==> src/rtl/rotation_matrix_to_quaternion_macros.svh <==
// assertion macros for the rotation matrix to quaternion block
// no dependencies; included by modules that carry concurrent checks
`ifndef ROTATION_MATRIX_TO_QUATERNION_MACROS_SVH
`define ROTATION_MATRIX_TO_QUATERNION_MACROS_SVH

// same-cycle implication, sampled on clk, off during rst
`define RMQ_ASSERT_SAME(label, ante, cons, msg) \
  label: assert property (@(posedge clk) disable iff (rst) (ante) |-> (cons)) \
    else $error(msg);

// next-cycle implication, sampled on clk, off during rst
`define RMQ_ASSERT_NEXT(label, ante, cons, msg) \
  label: assert property (@(posedge clk) disable iff (rst) (ante) |=> (cons)) \
    else $error(msg);

`endif

==> src/rtl/rmq_pkg.sv <==
// shared constants and the pipeline item type for the rotation matrix to quaternion block
// no dependencies
package rmq_pkg;

  localparam int FRAC_BITS = 14;
  localparam int ONE       = 1 << FRAC_BITS;
  localparam int IW        = 16;               // matrix and quaternion field width
  localparam int VW        = IW + 2;           // scaled vector component, signed
  localparam int MW        = VW - 1;           // magnitude of a component
  localparam int SQW       = 2 * MW;           // one square
  localparam int SW        = SQW + 2;          // sum of four squares
  localparam int RW        = SW / 2;           // integer square root
  localparam int NW        = MW + FRAC_BITS + 3; // division numerator
  localparam int QW        = FRAC_BITS + 1;    // quotient bits, q never exceeds ONE

  localparam logic [1:0] BR_TRACE = 2'd0;
  localparam logic [1:0] BR_X     = 2'd1;
  localparam logic [1:0] BR_Y     = 2'd2;
  localparam logic [1:0] BR_Z     = 2'd3;

  typedef struct packed {
    logic [1:0]           branch;
    logic                 deg;
    logic [3:0]           neg;
    logic [3:0][MW-1:0]   mag;
  } item_t;

endpackage

==> src/rtl/rmq_isqrt.sv <==
// pipelined integer square root, two root bits per stage
// depends on rmq_pkg
module rmq_isqrt import rmq_pkg::*; (
  input  logic           clk,
  input  logic           rst,
  input  logic           ce,
  input  logic           in_valid,
  input  item_t          in_item,
  input  logic [SW-1:0]  in_sum,
  output logic           out_valid,
  output item_t          out_item,
  output logic [RW-1:0]  out_root
);

  localparam int NSTG = RW / 2;
  localparam int REMW = RW + 2;

  logic              vld  [NSTG];
  item_t             itm  [NSTG];
  logic [SW-1:0]     rad  [NSTG];
  logic [REMW-1:0]   rem  [NSTG];
  logic [RW-1:0]     root [NSTG];

  logic [SW-1:0]     rad_next  [NSTG];
  logic [REMW-1:0]   rem_next  [NSTG];
  logic [RW-1:0]     root_next [NSTG];

  always_comb begin
    for (int k = 0; k < NSTG; k++) begin : stg
      logic [REMW-1:0] r;
      logic [RW-1:0]   q;
      logic [SW-1:0]   x;
      logic [REMW+1:0] acc;
      logic [REMW+1:0] trial;
      if (k == 0) begin
        r = '0;
        q = '0;
        x = in_sum;
      end else begin
        r = rem[k-1];
        q = root[k-1];
        x = rad[k-1];
      end
      for (int j = 0; j < 2; j++) begin
        acc   = {r, x[SW-1 -: 2]};
        trial = {2'b00, q, 2'b01};
        if (acc >= trial) begin
          acc = acc - trial;
          q   = {q[RW-2:0], 1'b1};
        end else begin
          q   = {q[RW-2:0], 1'b0};
        end
        r = acc[REMW-1:0];
        x = {x[SW-3:0], 2'b00};
      end
      rem_next[k]  = r;
      root_next[k] = q;
      rad_next[k]  = x;
    end
  end

  always_ff @(posedge clk) begin
    if (rst) begin
      for (int k = 0; k < NSTG; k++) vld[k] <= 1'b0;
    end else if (ce) begin
      vld[0] <= in_valid;
      for (int k = 1; k < NSTG; k++) vld[k] <= vld[k-1];
    end
  end

  always_ff @(posedge clk) begin
    if (ce) begin
      itm[0] <= in_item;
      for (int k = 1; k < NSTG; k++) itm[k] <= itm[k-1];
      for (int k = 0; k < NSTG; k++) begin
        rem[k]  <= rem_next[k];
        root[k] <= root_next[k];
        rad[k]  <= rad_next[k];
      end
    end
  end

  assign out_valid = vld[NSTG-1];
  assign out_item  = itm[NSTG-1];
  assign out_root  = root[NSTG-1];

endmodule

==> config.mk <==
export PLATFORM = sky130hd
export DESIGN_NAME = rmq_isqrt
export DESIGN_NICKNAME = d
export VERILOG_FILES = /design/src/rtl/rotation_matrix_to_quaternion_macros.svh /design/src/rtl/rmq_pkg.sv /design/src/rtl/rmq_isqrt.sv
export SDC_FILE = /design/constraint.sdc
export NUM_CORES = 1
export LEC_CHECK = 0
export ABC_AREA = 1
export BUFFER_PORTS_ARGS = -buffer_cell sky130_fd_sc_hd__buf_4
export CORE_MARGIN = 1
export CORE_UTILIZATION = 47
export DETAILED_ROUTE_END_ITERATION = 10
export SLEW_MARGIN = 20
export SYNTH_ARGS = -nofsm -noshare
export SYNTH_HDL_FRONTEND = slang
export SYNTH_SLANG_ARGS = --single-unit
export TNS_END_PERCENT = 10
==> constraint.sdc <==
create_clock -name clk -period 4.48 [get_ports clk]
set_input_delay 0.448 -clock clk [delete_from_list [all_inputs] [get_ports clk]]
set_output_delay 0.448 -clock clk [all_outputs]
set_load 0.01 [all_outputs]
**Word-level counts from Yosys, hierarchy flattened**

Memory sizes are Yosys's and may differ from the RTL's.
Cells that the tools add are included.

- Flip-flop bits (word level): 0
- Memory bits (writable): 1314
- Output and inout port bits: 94
- Word-level logic and storage cells: 101
- Memories: 5

Memories:

| name | depth | width | rd ports | clocked after memory_dff | write ports | line | text |
|---|---|---|---|---|---|---|---|
| itm | 9 | 75 | 9 | 0 | 9 | rmq_isqrt.sv:19 | `item_t itm [NSTG];` |
| rad | 9 | 32 | 8 | 0 | 9 | rmq_isqrt.sv:20 | `logic [SW-1:0] rad [NSTG];` |
| rem | 9 | 20 | 8 | 0 | 9 | rmq_isqrt.sv:21 | `logic [REMW-1:0] rem [NSTG];` |
| root | 9 | 18 | 9 | 0 | 9 | rmq_isqrt.sv:22 | `logic [RW-1:0] root [NSTG];` |
| vld | 9 | 1 | 9 | 0 | 9 | rmq_isqrt.sv:18 | `logic vld [NSTG];` |

- Add/sub/neg operators: 18
- Magnitude comparators: 18
- Mux-type cells: 51
- Bitwise gates (word level): 9

Operator list:

| operator | number |
|---|---|
| two-way mux 20 bit | 18 |
| greater-or-equal comparator 22 x 20 -> 1 bit | 16 |
| subtractor 20 bit | 16 |
| two-way mux 1 bit | 33 |
| greater-or-equal comparator 22 x 3 -> 1 bit | 1 |
| subtractor 20 x 3 -> 20 bit | 1 |
| OR 1 bit | 9 |
| subtractor 2 x 1 -> 3 bit, second input constant | 1 |
| greater-or-equal comparator 2 x 1 -> 1 bit, second input constant | 1 |

**Depth between registers and ports, before layout**

An unclocked memory read counts as a cell.

- Depth after elaboration: 5
- Depth in mapped cells: 27

**Worst setup path after synthesis**

Ideal clock, no wire load.

- Path kind: flip-flop to flip-flop
- From: memory rem[0][61] in the netlist's numbering
- To: memory rem[0][97] in the netlist's numbering (data pin)
- Library setup time: 0.252 ns
- Data arrival time: 3.361 ns
- Data required time: 4.228 ns
- Slack: 0.867 ns
- Stages on the path, launching flop included: 22
- Buffers on the path: 1
- Period minus slack after synthesis: 3.613 ns
- Path through: edfxtp_1 ha_1 a21oi_1 o21ai_2 nand2_1 nand2_2 nand2_2 nand2_1 nor2_2 clkbuf_1 nand2_1 o21ai_0 ha_1 a21oi_1 o21ai_0 a221o_1 a21oi_1 nand2_1 nor2_1 xnor2_1 inv_1 nor2_1

RTL lines:

| item | line |
|---|---|
| from (decl) | rmq_isqrt.sv:21 |

==> flow_metrics.env <==
export IMPL_dieArea_sq_mm=0.104
export IMPL_hold_path_class="in2reg"
export IMPL_clock_latency_ns=0.71
export IMPL_setup_viol=0
export IMPL_hold_violations=0
export IMPL_grt_use_total_pct=18.8
export IMPL_ys_ff_latch=1067
export IMPL_cts_setup_buffers=0
export IMPL_final_nets=4856
export IMPL_grt_ovfl_total=0
export IMPL_arrival_ns=4.63
export IMPL_ir_drop_mv=0.351
export IMPL_drc=0
export IMPL_status="completed"
export IMPL_maxCapViolCount=0
export IMPL_ant_nets=0
export IMPL_power_per_cell_area_mw_per_mm2=502
export IMPL_final_common_cell="edfxtp_1"
export IMPL_yosysUniqueCellTypes=64
export IMPL_leakagePower_nw=22.9
export IMPL_yosysSeqAreaShare_pct=66.5
export IMPL_timing_fmax_mhz=238
export IMPL_drv_slew=0
export IMPL_start_util_pct=47.4
export IMPL_clk_path_buf_depth=3
export IMPL_end_kind="flip-flop"
export IMPL_min_period_ns=4.21
export IMPL_globalplace_congestion=0.934
export IMPL_via_count=29786
export IMPL_post_drt_wl_per_cell_um=16.0
export IMPL_fin_skew_ns=0.0469
export IMPL_placementRows=117
export IMPL_cts_made_buffers=109
export IMPL_io_pins=209
export IMPL_synthCells=4148
export IMPL_synth_top_flop_cell="edfxtp_1"
export IMPL_crit_path_max_fanout=25
export IMPL_first_pass_iters=7
export IMPL_fin_setup_tns_ns=0
export IMPL_final_cell_mix="edfxtp_1 (1067), nand2_1 (950), inv_1 (446)"
export IMPL_place_ws_ns=0.108
export IMPL_p_total_mw=28.2
export IMPL_port_buffers=208
export IMPL_tightest_slew_ns=0.842
export IMPL_synth_avg_cell_area_sq_um=11.6
export IMPL_final_core_util_pct=55.2
export IMPL_cts_htree_levels=3
export IMPL_required_ns=4.90
export IMPL_cts_tree="built"
export IMPL_viasPerCell=4.95
export IMPL_cts_root_buf="clkbuf_16"
export IMPL_async_flop_share_pct=0
export IMPL_wl_um=96400
export IMPL_dp_hpwl_um=71200
export IMPL_clk_pin_slew_ns=0.06
export IMPL_core_area_sq_mm=0.102
export IMPL_syn_area_sq_mm=0.0482
export IMPL_setup_slack_ns=0.270
export IMPL_grt_pass1_vias=29041
export IMPL_antenna_found_initial=1
export IMPL_fin_area_sq_mm=0.0562
export IMPL_max_slew_margin_rel_pct=43.9
export IMPL_place_area_sq_mm=0.0515
export IMPL_fp_dieH_um=322
export IMPL_yosysWarnings=0
export IMPL_grt_pass1_wl_um=153000
export IMPL_die_w_um=322
export IMPL_synth_edff_count=1067
export IMPL_initialDrtViolationCount=1848
export IMPL_critPathLaunchType="flip-flop"
export IMPL_period_share_pct=94.0
export IMPL_rsz0062_at_grt="false"
export IMPL_grt_max_degree=95
export IMPL_drive_gt1_share_pct=12.7
export IMPL_path_class="reg2reg"
export IMPL_area_growth_pct=16.5
export IMPL_clock_sinks=1067
## state kept, by name (all words and copies together), names as in the netlist
name,cells
itm,675
root,90
rad,144
vld,9
rem,149
## cell type report
cell class | count | area (sq um)
inverters | 476 | 1800
clock inverters | 73 | 674
fillers | 8674 | 45600
repair buffers | 424 | 3650
multi-input cells | 2476 | 13400
repair inverters | 1 | 5.00
flip-flops and latches | 1067 | 32000
well taps | 1368 | 1710
clock buffers | 127 | 2840
diodes | 1 | 2.50
## critical path: stages, from the launching register on
cell	delay [ns]
edfxtp_1	0.46
inv_1	0.12
ha_1	0.35
nand2_1	0.10
inv_1	0.06
nand2_1	0.06
nor2_1	0.21
nand3_1	0.13
nand3_1	0.19
nor2_4	0.07
buf_12	0.15
o21ai_0	0.38
ha_1	0.39
a21oi_1	0.18
inv_1	0.08
a31oi_1	0.16
o21ai_0	0.12
a21boi_0	0.24
nand2_1	0.13
o21bai_1	0.14
nand2_1	0.08
nand2_1	0.06
inv_1	0.04
## power by group
part / internal [mW] / switching (mW) / total, mW
registers: 12.2 / 0.468 / 12.6
logic: 2.42 / 4.39 / 6.82
clock network: 5.01 / 3.72 / 8.73
## cells in the mapped netlist, drive strengths merged (2+ instances only)
cell type  count  area (sq um)
a21o           6          45.0
nor3b          5          37.5
o211ai         3          22.5
inv          475          1790
o31ai          2          15.0
nand4         59           382
a31oi         18           113
nor2         324          1290
xor2          85           752
a21boi         4          33.8
and3           4          25.0
a31o           2          17.5
nand3        233          1240
or2           14          87.6
o21bai        16           124
xnor2         67           594
nor3          37           216
nand3b        15           138
ha           186          2330
a211oi         2          15.0
a21oi        204          1040
o21a           9          67.6
clkbuf        12          45.0
buf          118           911
edfxtp      1067         32000
nand2        967          3670
o21ai        193           996
nor4           6          37.5
o2111ai        2          17.5
and2           3          18.8
## kinds of logic (layout without fill, tap and decap cells)
kind of cell / count (synthesis) / in the layout / synth area share, %
buffers and inverters: 606 / 1101 / 5.70
AO/OA/AOI/OAI: 469 / 469 / 5.35
XOR/XNOR: 152 / 152 / 2.79
adder cells (fa/ha/maj): 186 / 186 / 4.83
other: 1 / 3 / 0.00778
AND/OR/NAND/NOR: 1667 / 1667 / 14.8
flip-flops: 1067 / 1067 / 66.5
## metal layers
layer	vias to the layer above	track usage, %	share of wire (%)
met2	588	31.9	49
met3	177	2.84	4.2
met4	0	6.00	2.7
met1	13942	24.7	44
li1	15079	-	-
met5	-	0	0
## stage by stage
step | hold slack [ns] | cells
global placement | 0.400 | 5701
CTS | 0.00695 | 6011
floorplan | 0.400 | 4149
detailed placement | 0.405 | 5701
finish | 0.0693 | 6013
global route | 0.0287 | 6013
## final timing paths
| kind | startpoint | end | slack, ns | depth (start not counted) |
|---|---|---|---|---|
| setup / recovery | root[0][100] | rem[0][139] | 0.27 | 22 |
| hold reg to reg | itm[0][142] | itm[0][217] | 0.40 | 0 |
| setup reg to reg | root[0][100] | rem[0][139] | 0.27 | 22 |
| hold / removal | in_valid | vld[0][0] | 0.07 | 3 |
## timing repair
item	in CTS	in global routing
hold buffers	110	0
endpoints found under the setup margin	0	47
gates resized for setup	0	14
endpoints found under the hold margin	110	0
Power figures use the tool's default switching activity.
