$ cat config.mk
export PLATFORM = sky130hd
export DESIGN_NAME = rmq_front
export DESIGN_NICKNAME = d
export VERILOG_FILES = /design/src/rtl/rotation_matrix_to_quaternion_macros.svh /design/src/rtl/rmq_pkg.sv /design/src/rtl/rmq_front.sv
export SDC_FILE = /design/constraint.sdc
export NUM_CORES = 2
export LEC_CHECK = 0
export BUFFER_PORTS_ARGS = -buffer_cell sky130_fd_sc_hd__buf_4
export CAP_MARGIN = 20
export CORE_ASPECT_RATIO = 0.5
export CORE_UTILIZATION = 50
export DETAILED_ROUTE_END_ITERATION = 6
export GPL_TIMING_DRIVEN = 1
export PLACE_DENSITY = 0.69
export SLEW_MARGIN = 25
export SYNTH_ARGS = -nofsm -noshare
export SYNTH_HDL_FRONTEND = slang
export SYNTH_SLANG_ARGS = --single-unit
export TNS_END_PERCENT = 30
$ cat constraint.sdc
create_clock -name clk -period 12.37 [get_ports clk]
set_input_delay 0.6185 -clock clk [delete_from_list [all_inputs] [get_ports clk]]
set_output_delay 0.6185 -clock clk [all_outputs]
set_load 0.1 [all_outputs]
$ cat src/rtl/rotation_matrix_to_quaternion_macros.svh
// assertion macros for the rotation matrix to quaternion block
// no dependencies; included by modules that carry concurrent checks
`ifndef ROTATION_MATRIX_TO_QUATERNION_MACROS_SVH
`define ROTATION_MATRIX_TO_QUATERNION_MACROS_SVH

// same-cycle implication, sampled on clk, off during rst
`define RMQ_ASSERT_SAME(label, ante, cons, msg) \
  label: assert property (@(posedge clk) disable iff (rst) (ante) |-> (cons)) \
    else $error(msg);

// next-cycle implication, sampled on clk, off during rst
`define RMQ_ASSERT_NEXT(label, ante, cons, msg) \
  label: assert property (@(posedge clk) disable iff (rst) (ante) |=> (cons)) \
    else $error(msg);

`endif

$ cat src/rtl/rmq_pkg.sv
// shared constants and the pipeline item type for the rotation matrix to quaternion block
// no dependencies
package rmq_pkg;

  localparam int FRAC_BITS = 14;
  localparam int ONE       = 1 << FRAC_BITS;
  localparam int IW        = 16;               // matrix and quaternion field width
  localparam int VW        = IW + 2;           // scaled vector component, signed
  localparam int MW        = VW - 1;           // magnitude of a component
  localparam int SQW       = 2 * MW;           // one square
  localparam int SW        = SQW + 2;          // sum of four squares
  localparam int RW        = SW / 2;           // integer square root
  localparam int NW        = MW + FRAC_BITS + 3; // division numerator
  localparam int QW        = FRAC_BITS + 1;    // quotient bits, q never exceeds ONE

  localparam logic [1:0] BR_TRACE = 2'd0;
  localparam logic [1:0] BR_X     = 2'd1;
  localparam logic [1:0] BR_Y     = 2'd2;
  localparam logic [1:0] BR_Z     = 2'd3;

  typedef struct packed {
    logic [1:0]           branch;
    logic                 deg;
    logic [3:0]           neg;
    logic [3:0][MW-1:0]   mag;
  } item_t;

endpackage

$ cat src/rtl/rmq_front.sv
// branch select, scaled vector, squares and their sum (three stages)
// depends on rmq_pkg
module rmq_front import rmq_pkg::*; (
  input  logic                  clk,
  input  logic                  rst,
  input  logic                  ce,
  input  logic                  in_valid,
  input  logic signed [IW-1:0]  m [9],
  output logic                  out_valid,
  output item_t                 out_item,
  output logic [SW-1:0]         out_sum
);

  // m order: m00 m10 m20 m01 m11 m21 m02 m12 m22
  logic signed [VW-1:0] m00, m10, m20, m01, m11, m21, m02, m12, m22, t, one_v;
  logic signed [VW-1:0] v_next [4];
  logic [1:0]           br_next;

  logic                 vld1, vld2;
  logic signed [VW-1:0] v1 [4];
  logic [MW-1:0]        mag1 [4];
  logic [1:0]           br1, br2;
  logic [3:0]           neg2;
  logic [3:0][MW-1:0]   mag2;
  logic [SQW-1:0]       sq2 [4];

  always_comb begin
    m00 = VW'(m[0]); m10 = VW'(m[1]); m20 = VW'(m[2]);
    m01 = VW'(m[3]); m11 = VW'(m[4]); m21 = VW'(m[5]);
    m02 = VW'(m[6]); m12 = VW'(m[7]); m22 = VW'(m[8]);
    one_v = VW'(ONE);
    t = m00 + m11 + m22;
    if (t > 0) begin
      br_next = BR_TRACE;
      v_next[0] = one_v + t;
      v_next[1] = m21 - m12;
      v_next[2] = m02 - m20;
      v_next[3] = m10 - m01;
    end else if (m00 > m11 && m00 > m22) begin
      br_next = BR_X;
      v_next[0] = m21 - m12;
      v_next[1] = one_v + m00 - m11 - m22;
      v_next[2] = m01 + m10;
      v_next[3] = m02 + m20;
    end else if (m11 > m22) begin
      br_next = BR_Y;
      v_next[0] = m02 - m20;
      v_next[1] = m01 + m10;
      v_next[2] = one_v + m11 - m00 - m22;
      v_next[3] = m12 + m21;
    end else begin
      br_next = BR_Z;
      v_next[0] = m10 - m01;
      v_next[1] = m02 + m20;
      v_next[2] = m12 + m21;
      v_next[3] = one_v + m22 - m00 - m11;
    end
    // pivot term clamped at zero
    if (v_next[br_next] < 0) begin
      v_next[br_next] = '0;
    end
  end

  // magnitudes of the registered vector, squared in the same stage
  always_comb begin
    for (int i = 0; i < 4; i++) begin
      mag1[i] = v1[i][VW-1] ? MW'(-v1[i]) : MW'(v1[i]);
    end
  end

  always_ff @(posedge clk) begin
    if (rst) begin
      vld1      <= 1'b0;
      vld2      <= 1'b0;
      out_valid <= 1'b0;
    end else if (ce) begin
      vld1      <= in_valid;
      vld2      <= vld1;
      out_valid <= vld2;
    end
  end

  always_ff @(posedge clk) begin
    if (ce) begin
      for (int i = 0; i < 4; i++) begin
        v1[i]   <= v_next[i];
        neg2[i] <= v1[i][VW-1];
        mag2[i] <= mag1[i];
        sq2[i]  <= SQW'(mag1[i]) * SQW'(mag1[i]);
      end
      br1 <= br_next;
      br2 <= br1;
      out_item.branch <= br2;
      out_item.neg    <= neg2;
      out_item.mag    <= mag2;
      out_sum         <= SW'(sq2[0]) + SW'(sq2[1]) + SW'(sq2[2]) + SW'(sq2[3]);
      out_item.deg    <= (sq2[0] | sq2[1] | sq2[2] | sq2[3]) == '0;
    end
  end

endmodule

* After elaboration in Yosys (flattened, before gate mapping)
Memories as Yosys holds them, arrays and structs flattened.
Index checks and enable logic that the tools add are counted.
** Word-level totals
- Memories :: 2
- Logic and storage cells :: 83
- Input port bits :: 148
- Register bits after elaboration :: 190
- Output and inout port bits :: 112
- Bits in writable memories :: 208
** Memory list
- sq2 :: depth 4, width 34, read ports 4, clocked after Yosys merged registers in 0, write ports 4, RTL line rmq_front.sv:25 : logic [SQW-1:0] sq2 [4];
- v1 :: depth 4, width 18, read ports 4, clocked after Yosys merged registers in 0, write ports 4, RTL line rmq_front.sv:20 : logic signed [VW-1:0] v1 [4];
** Operators by class
- $lt $le $gt $ge :: 7
- Add/subtract/negate cells :: 25
- Multipliers :: 4
- Bitwise operators :: 6
- Multiplexer cells :: 18
- Reduce and logical (&&, ||, !) cells :: 3
** Operators with widths (number)
- 72-bit 2-to-1 mux :: 4
- 17-bit by 17-bit multiplier with 34-bit output :: 4
- 34-bit OR :: 3
- 72-bit bitwise AND :: 1
- 72-bit NOT :: 1
- 16-bit by 16-bit adder with 17-bit output :: 4
- 17-bit 2-to-1 mux :: 4
- 17-bit negator :: 4
- 18-bit 2-to-1 mux :: 3
- 17-bit by 16-bit subtractor with 18-bit output :: 3
- 18-bit by 16-bit subtractor with 18-bit output :: 3
- 16-bit by 16-bit adder with 17-bit output (first input constant) :: 3
- 16-bit by 16-bit subtractor with 17-bit output :: 3
- 16-bit > comparator :: 3
- 35-bit by 34-bit adder with 36-bit output :: 1
- 36-bit by 34-bit adder with 36-bit output :: 1
- 18-bit binary-select mux with 2-bit select :: 1
- 18-bit demux with 2-bit select :: 1
- 34-bit by 34-bit adder with 35-bit output :: 1
- 34-bit zero test :: 1
- 16-bit by 18-bit adder with 18-bit output (first input constant) :: 1
- 17-bit by 16-bit adder with 18-bit output :: 1
- 18-bit by 1-bit > comparator with 1-bit output (second input constant) :: 1
- 18-bit by 1-bit less-than comparator with 1-bit output (second input constant) :: 1
- 6 further kinds :: 10

* Logic depth before layout (Yosys ltp)
- Depth in word-level cells :: 12
- Mapped depth :: 35
- Depth with buffers taken out :: 32

* Worst setup path after synthesis
No wires, ideal clock.
- Kind :: reg-to-reg
- Start point :: memory v1[1][0] (netlist name)
- End point :: memory sq2[1][33] (netlist name) (data pin)
- Cell stages (with the launch flop) :: 36
- Setup slack :: 3.922 ns
- Data arrival time :: 8.189 ns
- Clock period less this slack :: 8.448 ns
- Setup time :: 0.259 ns
- Buffers on the path :: 4
- Required time :: 12.111 ns
- Cells stage by stage :: edfxtp_1 > clkbuf_1 > inv_1 > clkbuf_1 > ha_1 > nand2_1 > or4_1 > or4_4 > and2_1 > xnor2_2 > inv_1 > buf_2 > nand2_1 > inv_1 > fa_1 > inv_1 > fa_1 > fa_1 > inv_1 > fa_1 > fa_1 > inv_1 > fa_1 > inv_1 > ha_1 > clkbuf_1 > nand2_1 > a2111o_1 > a221oi_1 > a21oi_1 > o21ai_0 > nand2_1 > o21ai_1 > a41o_1 > a21oi_1 > xnor2_1
** RTL lines (RTL line)
- start: declaration :: rmq_front.sv:20
- end: declaration :: rmq_front.sv:25

==> metrics <==
critical path's largest stage delay=0.61 ns; root buf cell=clkbuf_16; initial antenna violation count=7; GPL Wtd Cong=0.987; max frequency=106 MHz; first-pass GRT wire length=259 mm; Final WS setup=2.95 ns; Tmin final=9.42 ns; I/O Buffers=259; met1 wire length=69.3 mm; relative slew slack=0.234; GRT Overall Usage=0.275; met3 routed WL=15.0 mm; synth top area cells=fa_1 (30%), edfxtp_1 (19%), ha_1 (16%); Iteration-0 DRC Markers=3852; Mapped Area=0.0608 sq mm; DP Cell Count=8079; DP Area=0.0647 sq mm; Routed Antenna Nets=0; status=complete, no violations; top cell type by total area after synthesis=fa_1; post-synth top area share=0.297; ys flop type=edfxtp_1; final routed DRC violation total=0; # setup viols final=0; Final Hold Vio Count=0; CTS buffer count=43; Worst Path Max Fanout=14; synth warn=0; cell with the most instances after synthesis=inv_1; chip width=495 um; final instance area=0.0662 sq mm; unrepaired setup endpoints after global routing=false; max layer used=met5; Distinct cells, synth=91; CTS resizes=0; vias=44.8k; row cnt=90; vias in the first global route=45.3k; setup_tns=0 ns; Worst setup EP type=register; most used cell, CP=inv_1; drt wl/cell=20.4 um; Critical-path top delay cell=edfxtp_1; clk buf depth=3; type of origin of the critical path=register; Die H=249 um; Synth top cells by count=inv_1 (1325), fa_1 (902), ha_1 (756); Syn Area/Cell=9.67 sq um; period utilisation layout=0.761; initial core utilization=0.504; Setup CP Type=reg -> reg; Routed WL=166 mm; post-detail-place hpwl=138 mm; async set-or-reset flop fraction in the synthesized netlist=0; TritonCTS clock tree=built; Die ar.=0.123 sq mm; pre-CTS WS=3.01 ns; worst skew pair latency=0.61 ns; max_cap viols=0; min-delay worst type=in -> reg; clock slew at reported path FFs=0.06 ns; vias per cell=5.49; Area Overhead vs Synth=8.89%; Final #Nets=8320; Post-CTS Setup Bufs=0; Post-Syn Instances=6287; H-tree levels=2; Layout Skew=0.0231 ns; final cell count without fillers=8159; WL met2=76.1 mm; CP arrival=9.77 ns; largest net degree at the start of global routing=136; share of cells above drive strength 1=0.0707; Overflow after GRT=0; Slew Viols, Final=0; Post-CTS Hold Buffers=0; first-pass iteration count of the detailed router=6; Req. time, crit path=12.73 ns; Post-synth EDFFs=387; worst-margin pin slew=1.15 ns; core area=0.121 sq mm; #FFs+latches synth=390; count of boundary I/O pins=260; sequential area share after synthesis=0.192; clock sinks=390
-- path summary, 6_finish.rpt --
check / cells past startpoint / from / end / slack (ns)
max: 31 / v1[1][0] / sq2[1][33] / 2.95
min: 2 / rst / vld1 / 0.19
max reg2reg: 31 / v1[1][0] / sq2[1][33] / 2.95
min reg2reg: 0 / mag2[39] / out_item[39] / 0.41
-- cell usage in the layout, fill, tap and decap left out, types with 20 or more instances in the layout --
master,count
ha_1,756
nor4_1,44
o21ai_0,147
nor2_1,521
fa_1,902
clkbuf_16,43
xnor2_1,241
o21a_1,56
clkinv_1,23
a21o_1,103
nor3_1,62
o211ai_1,32
a211oi_1,51
mux2i_1,20
o21bai_1,28
nor2b_1,49
buf_4,321
a31oi_1,28
or3_1,29
nand2b_1,47
edfxtp_1,387
and3_1,24
a21oi_1,275
inv_1,1325
nand2_1,490
nand4_1,25
o31ai_1,30
nand3_1,60
xor2_1,96
-- registers in the layout (all words and copies together), names as in the netlist, 2 cells and up --
register and flops:
neg2 4, mag2 68, sq2 128, br2 2, br1 2, v1 72
out_item 75, out_sum 36
-- final cells by class --
cell class,count,area (sq um)
Clock buffer,47,1090
Clock inverter,31,383
Sequential cell,390,11700
Multi-Input combinational cell,4395,43400
Fill cell,10800,54400
Antenna cell,2,5.00
Tap cell,1610,2010
Inverter,1360,5100
Timing Repair Buffer,324,2460
-- metrics by stage --
step	utilization	hold slack, ns
6_report	0.549	0.185
5_1_grt	0.549	0.164
4_1_cts	0.549	0.149
3_5_place_dp	0.536	0.405
3_3_place_gp	0.536	0.401
2_1_floorplan	-	0.400
-- cell families (layout without fill, tap and decap cells) --
kind of cell	after synthesis	after routing	synth area share
other	2	5	0.000124
XOR/XNOR	347	347	0.0511
AND/OR/NAND/NOR	1434	1434	0.105
flip-flops	390	390	0.192
multiplexers	23	23	0.00385
AO/OA/AOI/OAI	930	930	0.101
buffers and inverters	1503	1762	0.0937
adder cells (fa/ha/maj)	1658	1658	0.453
-- critical path: cells and delay by family, from the launching register on --
kind | cells | cell delay (ns)
buffers and inverters | 7 | 1.15
flip-flops | 1 | 0.61
AND/OR/NAND/NOR | 7 | 1.63
AO/OA/AOI/OAI | 7 | 1.68
XOR/XNOR | 2 | 0.52
adder cells (fa/ha/maj) | 8 | 3.56
-- per-layer routing --
metal | track usage | up-vias
met5 | 0 | -
met3 | 0.0505 | 305
met4 | 0.0896 | 8
met2 | 0.440 | 1636
li1 | - | 20700
met1 | 0.376 | 22100
Power is not shown: default switching activity piles up to over one toggle a cycle in this logic, so the estimate is an artifact.
