`config.mk`:
```
export PLATFORM = sky130hd
export DESIGN_NAME = rmq_div
export DESIGN_NICKNAME = d
export VERILOG_FILES = /design/src/rtl/rotation_matrix_to_quaternion_macros.svh /design/src/rtl/rmq_pkg.sv /design/src/rtl/rmq_div.sv
export SDC_FILE = /design/constraint.sdc
export NUM_CORES = 2
export LEC_CHECK = 0
export BUFFER_PORTS_ARGS = -buffer_cell sky130_fd_sc_hd__clkbuf_2
export CAP_MARGIN = 20
export CORE_UTILIZATION = 30
export DETAILED_ROUTE_END_ITERATION = 6
export GPL_TIMING_DRIVEN = 0
export SETUP_SLACK_MARGIN = 0.15
export SLEW_MARGIN = 10
export SYNTH_ARGS = -nofsm -noshare
export SYNTH_HDL_FRONTEND = slang
export SYNTH_SLANG_ARGS = --single-unit
export TNS_END_PERCENT = 10
```
`constraint.sdc`:
```
create_clock -name clk -period 17 [get_ports clk]
set_input_delay 3.4 -clock clk [delete_from_list [all_inputs] [get_ports clk]]
set_output_delay 3.4 -clock clk [all_outputs]
set_load 0.05 [all_outputs]
```
`src/rtl/rotation_matrix_to_quaternion_macros.svh`:
```
// assertion macros for the rotation matrix to quaternion block
// no dependencies; included by modules that carry concurrent checks
`ifndef ROTATION_MATRIX_TO_QUATERNION_MACROS_SVH
`define ROTATION_MATRIX_TO_QUATERNION_MACROS_SVH

// same-cycle implication, sampled on clk, off during rst
`define RMQ_ASSERT_SAME(label, ante, cons, msg) \
  label: assert property (@(posedge clk) disable iff (rst) (ante) |-> (cons)) \
    else $error(msg);

// next-cycle implication, sampled on clk, off during rst
`define RMQ_ASSERT_NEXT(label, ante, cons, msg) \
  label: assert property (@(posedge clk) disable iff (rst) (ante) |=> (cons)) \
    else $error(msg);

`endif

```
`src/rtl/rmq_pkg.sv`:
```
// shared constants and the pipeline item type for the rotation matrix to quaternion block
// no dependencies
package rmq_pkg;

  localparam int FRAC_BITS = 14;
  localparam int ONE       = 1 << FRAC_BITS;
  localparam int IW        = 16;               // matrix and quaternion field width
  localparam int VW        = IW + 2;           // scaled vector component, signed
  localparam int MW        = VW - 1;           // magnitude of a component
  localparam int SQW       = 2 * MW;           // one square
  localparam int SW        = SQW + 2;          // sum of four squares
  localparam int RW        = SW / 2;           // integer square root
  localparam int NW        = MW + FRAC_BITS + 3; // division numerator
  localparam int QW        = FRAC_BITS + 1;    // quotient bits, q never exceeds ONE

  localparam logic [1:0] BR_TRACE = 2'd0;
  localparam logic [1:0] BR_X     = 2'd1;
  localparam logic [1:0] BR_Y     = 2'd2;
  localparam logic [1:0] BR_Z     = 2'd3;

  typedef struct packed {
    logic [1:0]           branch;
    logic                 deg;
    logic [3:0]           neg;
    logic [3:0][MW-1:0]   mag;
  } item_t;

endpackage

```
`src/rtl/rmq_div.sv`:
```
// pipelined rounding division of each magnitude by the length, three bits per stage,
// then sign, zero forcing and saturation; depends on rmq_pkg
module rmq_div import rmq_pkg::*; (
  input  logic                  clk,
  input  logic                  rst,
  input  logic                  ce,
  input  logic                  in_valid,
  input  item_t                 in_item,
  input  logic [RW-1:0]         in_root,
  output logic                  out_valid,
  output logic signed [IW-1:0]  out_quat [4],
  output logic [1:0]            out_branch,
  output logic                  out_deg
);

  localparam int DSTG = (QW + 2) / 3;

  logic              vld [DSTG];
  item_t             itm [DSTG];
  logic [NW-1:0]     den [DSTG];
  logic [NW-1:0]     rem [DSTG][4];
  logic [QW-1:0]     quo [DSTG][4];

  logic [NW-1:0]     den_next [DSTG];
  logic [NW-1:0]     rem_next [DSTG][4];
  logic [QW-1:0]     quo_next [DSTG][4];

  // q = floor((2*mag*ONE + len) / (2*len)), restoring, msb first
  always_comb begin
    for (int k = 0; k < DSTG; k++) begin : stg
      logic [NW-1:0] d;
      logic [NW-1:0] r;
      logic [QW-1:0] q;
      logic [NW-1:0] ds;
      int            b;
      if (k == 0) begin
        d = NW'({in_root, 1'b0});
      end else begin
        d = den[k-1];
      end
      den_next[k] = d;
      for (int i = 0; i < 4; i++) begin
        if (k == 0) begin
          r = (NW'(in_item.mag[i]) << (FRAC_BITS + 1)) + NW'(in_root);
          q = '0;
        end else begin
          r = rem[k-1][i];
          q = quo[k-1][i];
        end
        for (int j = 0; j < 3; j++) begin
          b = QW - 1 - (3 * k + j);
          if (b >= 0) begin
            ds = d << b;
            if (r >= ds) begin
              r    = r - ds;
              q[b] = 1'b1;
            end
          end
        end
        rem_next[k][i] = r;
        quo_next[k][i] = q;
      end
    end
  end

  always_ff @(posedge clk) begin
    if (rst) begin
      for (int k = 0; k < DSTG; k++) vld[k] <= 1'b0;
      out_valid <= 1'b0;
    end else if (ce) begin
      vld[0] <= in_valid;
      for (int k = 1; k < DSTG; k++) vld[k] <= vld[k-1];
      out_valid <= vld[DSTG-1];
    end
  end

  always_ff @(posedge clk) begin
    logic [QW-1:0] qs;
    if (ce) begin
      itm[0] <= in_item;
      for (int k = 1; k < DSTG; k++) itm[k] <= itm[k-1];
      for (int k = 0; k < DSTG; k++) begin
        den[k] <= den_next[k];
        for (int i = 0; i < 4; i++) begin
          rem[k][i] <= rem_next[k][i];
          quo[k][i] <= quo_next[k][i];
        end
      end
      for (int i = 0; i < 4; i++) begin
        qs = (quo[DSTG-1][i] > QW'(ONE)) ? QW'(ONE) : quo[DSTG-1][i];
        if (itm[DSTG-1].deg) begin
          out_quat[i] <= '0;
        end else if (itm[DSTG-1].neg[i]) begin
          out_quat[i] <= -IW'(qs);
        end else begin
          out_quat[i] <= IW'(qs);
        end
      end
      out_branch <= itm[DSTG-1].branch;
      out_deg    <= itm[DSTG-1].deg;
    end
  end

endmodule
```
; Word-level counts from Yosys, hierarchy flattened
; Memory sizes are Yosys's and may differ from the RTL's. A register that Yosys moved wholly into a read port is not among the register bits.
; Index checks and enable logic that the tools add are counted.
; W data, S select, Z words.
[word_totals]
reg_bits = 67
out_inout_bits = 68
rom_bits = 0
word_cells = 299
ram_bits = 1530
n_memories = 5
inputBits = 97
latchBits = 0
[memory_table]
columns = name, words, width, rd, rd_clocked_by_memory_dff, write_ports, line
row1 = rem, 5, 136, 4, 0, 5, rmq_div.sv:21  ; logic [NW-1:0] rem [DSTG][4];
row2 = itm, 5, 75, 5, 0, 5, rmq_div.sv:19  ; item_t itm [DSTG];
row3 = quo, 5, 60, 5, 0, 5, rmq_div.sv:22  ; logic [QW-1:0] quo [DSTG][4];
row4 = den, 5, 34, 4, 0, 5, rmq_div.sv:20  ; logic [NW-1:0] den [DSTG];
row5 = vld, 5, 1, 5, 1, 5, rmq_div.sv:18  ; logic vld [DSTG];
[classes]
div_mod_pow = 0
n_mul = 0
n_shift = 0
n_bitwise = 9
magnitude_cmp = 64
mux = 139
reduce_logical = 4
eq_ne = 0
n_addsub = 68
[op_table]
columns = cell, n
row1 = $mux W34, 60
row2 = $ge A34 B34 Y1, 48
row3 = $sub A34 B34 Y34, 48
row4 = $ge A34 B31 Y1, 4
row5 = $ge A34 B32 Y1, 4
row6 = $sub A33 B33 Y34, 4
row7 = $sub A34 B31 Y34, 4
row8 = $sub A34 B32 Y34, 4
row9 = $add A32 B18 Y33, 4
row10 = $ge A33 B33 Y1, 4
row11 = $mux W15, 8
row12 = $mux W1, 71
row13 = $neg A15 Y16, 4
row14 = $gt A15 B15 Y1 const B, 4
row15 = $reduce_or A2 Y1, 4
row16 = $or A1 B1 Y1, 5
row17 = $not A1 Y1, 4

; Longest topological paths before layout
[logic_depth]
depth_word = 7
depth_mapped = 52
ltp_nobuf = 47

; Worst setup path before layout
; No wires, ideal clock.
[synth_path]
kind = input to register
from = input in_root[16]
to = memory rem[0][116] (netlist name) (data pin)
path_stages = 49
required_ns = 16.740
setup_ns = 0.260
path_buffers = 4
t_arrival_ns = 13.195
path_slack_ns = 3.545
cell_sequence = inv_1 fa_1 inv_1 ha_1 nor2b_1 o21ai_0 a21boi_0 o21ai_0 a21boi_0 o2111ai_1 nand3_1 and3_1 nor3_1 clkinv_1 clkbuf_1 nor2_1 a21oi_1 fa_1 (+13 left out) nand2_1 o21ai_0 ha_1 nor2b_1 o21ai_0 a21oi_1 o21a_1 o21ai_0 nor2b_1 o2111ai_1 a41oi_1 o21ai_0 and2_1 o21ai_0 nor2b_1 nand4_1 buf_1 mux2_2
[synth_rtl]
columns = item, line
row1 = start: declaration, rmq_div.sv:9  ; input logic [RW-1:0] in_root,
row2 = end: declaration, rmq_div.sv:21

==> impl_metrics.toml <==
[run_status]
status = "complete, no violations"

[sta]
clock_skew_ns = 0.06847
rsz0062_at_grt = "no"
finalHoldViolations = 0
slew_headroom = 0.2049
post-route-period-util = 0.9199
fmax_mhz = 63.95
drv_slew = 0
tightest_slew_ns = 1.191
setup_viol = 0
min_period_ns = 15.64

[worst_setup_path]
r2r_slack_ns = 2.52
crit_buf_inv = 9
startpoint_type = "primary input"
r2r_cells = 44
arrival_ns = 16.01
slowest_stage = "fa_1"
path_delay_family = "compound AO/OA/AOI/OAI gates"
cp_common_cell = "o21ai_0"
setup.worst_path.end_class = "flip-flop"
timing.rr.start = "rem[2][108]"
cp.required_ns = 17.38
cp_slowest_stage_delay_ns = 0.59
worstReg2RegEnd = "rem[3][89]"
cp_max_fo = 10
worstSetupPathType = "in -> reg"

[synthesis]
synthTopCellsByCount = "1081 x nand2_1, 1055 x ha_1, 1033 x a21oi_1"
netlist_area_um2 = 95240
synth_cell_types = 112
ys_warn_count = 0
ys_ff_latch = 768
synth.top_cell.area_share = 0.2418
syn_area_per_cell_um2 = 8.277
async_flop_share = 0
synth-edff-count = 767
synth_nets = 12719
synth.area.top_cells = "edfxtp_1 24%, ha_1 14%, xnor2_1 6.2%, a21oi_1 5.4%, nand2_1 4.3%"
yosysSeqAreaShare = 0.2420
synth_top_area_cell = "edfxtp_1"
synth_cells = 11507
synth-main-ff-cell = "edfxtp_1"
synth.most_common_cell = "nand2_1"

[grt]
grt-ovfl-total = 0
grt_max_degree = 106
grt.total_usage = 0.1835
grt_pass1_wl_mm = 462.1
antenna_found_initial = 11
grt_pass1_vias = 77822

[job]
cap_violations = 0

[clock_network]
root_buffer = "clkbuf_16"
numCtsBuffers = 93
htreeDepth = 3
tritoncts = "yes"
clk_pin_slew_ns = 0.08
cts_sinks = 768
cts_hold_buf = 0
worstSkewPairLatency_ns = 0.77
clk_path_buf_depth = 3

[detailed_routing]
drc = 0
wl_per_cell_um = 19.07
first_pass_iters = 7
ant_nets = 0
drt_iter0_markers = 7897
vias_per_cell = 5.443
routed_wl_mm = 305.7
vias = 87240

[place]
port-buffer-count = 164
hpwl_mm = 238.9
gp_congestion = 0.9290

[worst_hold_path]
min_delay_path_depth = 0
hold_start = "quo[3][22]"
whs_endpoint = "quo[4][22]"
hold_path.class = "reg -> reg"

[floorplan]
boundaryPins = 165
num_rows = 206
coreArea_um2 = 315500
die_y_um = 565.5
start_util = 0.3019
dieArea_um2 = 319700
chipWidth_um = 565.5

[cells_and_area]
fin_util = 0.3330
fin_nets = 13004
drive_gt1_frac = 0.07467
syn_to_final_growth_pct = 10.31
## how the worst max path moves through the flow
| stage | startpoint | to | slack [ns] | depth (start not counted) |
|---|---|---|---|---|
| 2_1_floorplan | in_root[16] | rem[0][116] | 3.55 | 49 |
| 4_1_cts | in_root[16] | rem[0][101] | 1.18 | 50 |
| 6_report | in_root[16] | rem[0][99] | 1.36 | 48 |
| 5_1_grt | in_root[16] | rem[0][99] | 0.29 | 50 |
| 3_3_place_gp | ce | vld[1] | -1.71 | 2 |
| 3_5_place_dp | in_root[16] | rem[0][101] | 0.42 | 50 |
## sequential cells by signal (all words and copies together), names as in the netlist
| signal | cells |
|---|---|
| out_quat | 64 |
| rem | 442 |
| out_deg | 1 |
| quo | 180 |
| out_valid | 1 |
| itm | 35 |
| out_branch | 2 |
| den | 38 |
| vld | 5 |
## kinds of logic (layout without fill, tap and decap cells)
kind of cell,Yosys count,count (layout),share of synthesized area
multiplexers,374,374,0.04350
adder cells (fa/ha/maj),1115,1115,0.1512
flip-flops,768,768,0.2420
XOR/XNOR,1024,1024,0.09424
buffers and inverters,763,1122,0.03066
AND/OR/NAND/NOR,3994,3994,0.2068
AO/OA/AOI/OAI,3469,3469,0.2315
other,0,1,0
## final cells by class
class / count / area (um^2)
repair buffers: 190 / 1326
flip-flops and latches: 768 / 23050
well taps: 4160 / 5205
multi-input cells: 9976 / 69300
diodes: 1 / 2.502
clock buffers: 103 / 2386
inverters: 489 / 1836
clock inverters: 66 / 860.8
fillers: 33202 / 210400
plain buffers: 274 / 1089
## what timing repair did
item,4_1_cts,5_1_grt
resized for setup,0,2
setup endpoints to repair,0,20
setup buffers,0,4
## layout by cell type (no fill, tap or decap), drive strengths merged, types with 139 or more instances in the layout
cell type / Yosys / layout
nand2: 1081 / 1081
ha: 1055 / 1055
a21oi: 1033 / 1033
nor2: 1018 / 1018
o21ai: 787 / 787
edfxtp: 767 / 767
xnor2: 679 / 679
inv: 485 / 502
clkbuf: 222 / 491
a21o: 409 / 409
xor2: 345 / 345
mux2: 316 / 316
nor3: 315 / 315
nand3: 256 / 256
nand4: 195 / 195
nor2b: 167 / 167
o21a: 159 / 159
nand2b: 146 / 146
o31ai: 139 / 139
## layer usage
layer / global-route usage / part of all wire / up-vias
met4: 0.06100 / 0.035 / 6
met5: 0 / 0.00013 / -
li1: - / - / 43673
met3: 0.02151 / 0.064 / 370
met1: 0.2692 / 0.49 / 40372
met2: 0.2759 / 0.42 / 2819
## metrics by stage
step | area [um^2] | TNS, ns | instances | hold slack [ns] | setup slack [ns]
after floorplan | 95240 | 0 | 11507 | 0.4003 | 3.545
after global routing | 105100 | 0 | 16027 | 0.4081 | 0.2860
after CTS | 105000 | 0 | 16018 | 0.4049 | 1.176
after global placement | 101300 | -754.69 | 15831 | 0.4001 | -1.707
final | 105100 | 0 | 16027 | 0.4057 | 1.362
after detailed placement | 101700 | 0 | 15849 | 0.4045 | 0.4211
Power is left out: the tool's default activity adds up to more than one toggle a clock period on the data nets, which glitch-free logic cannot reach.
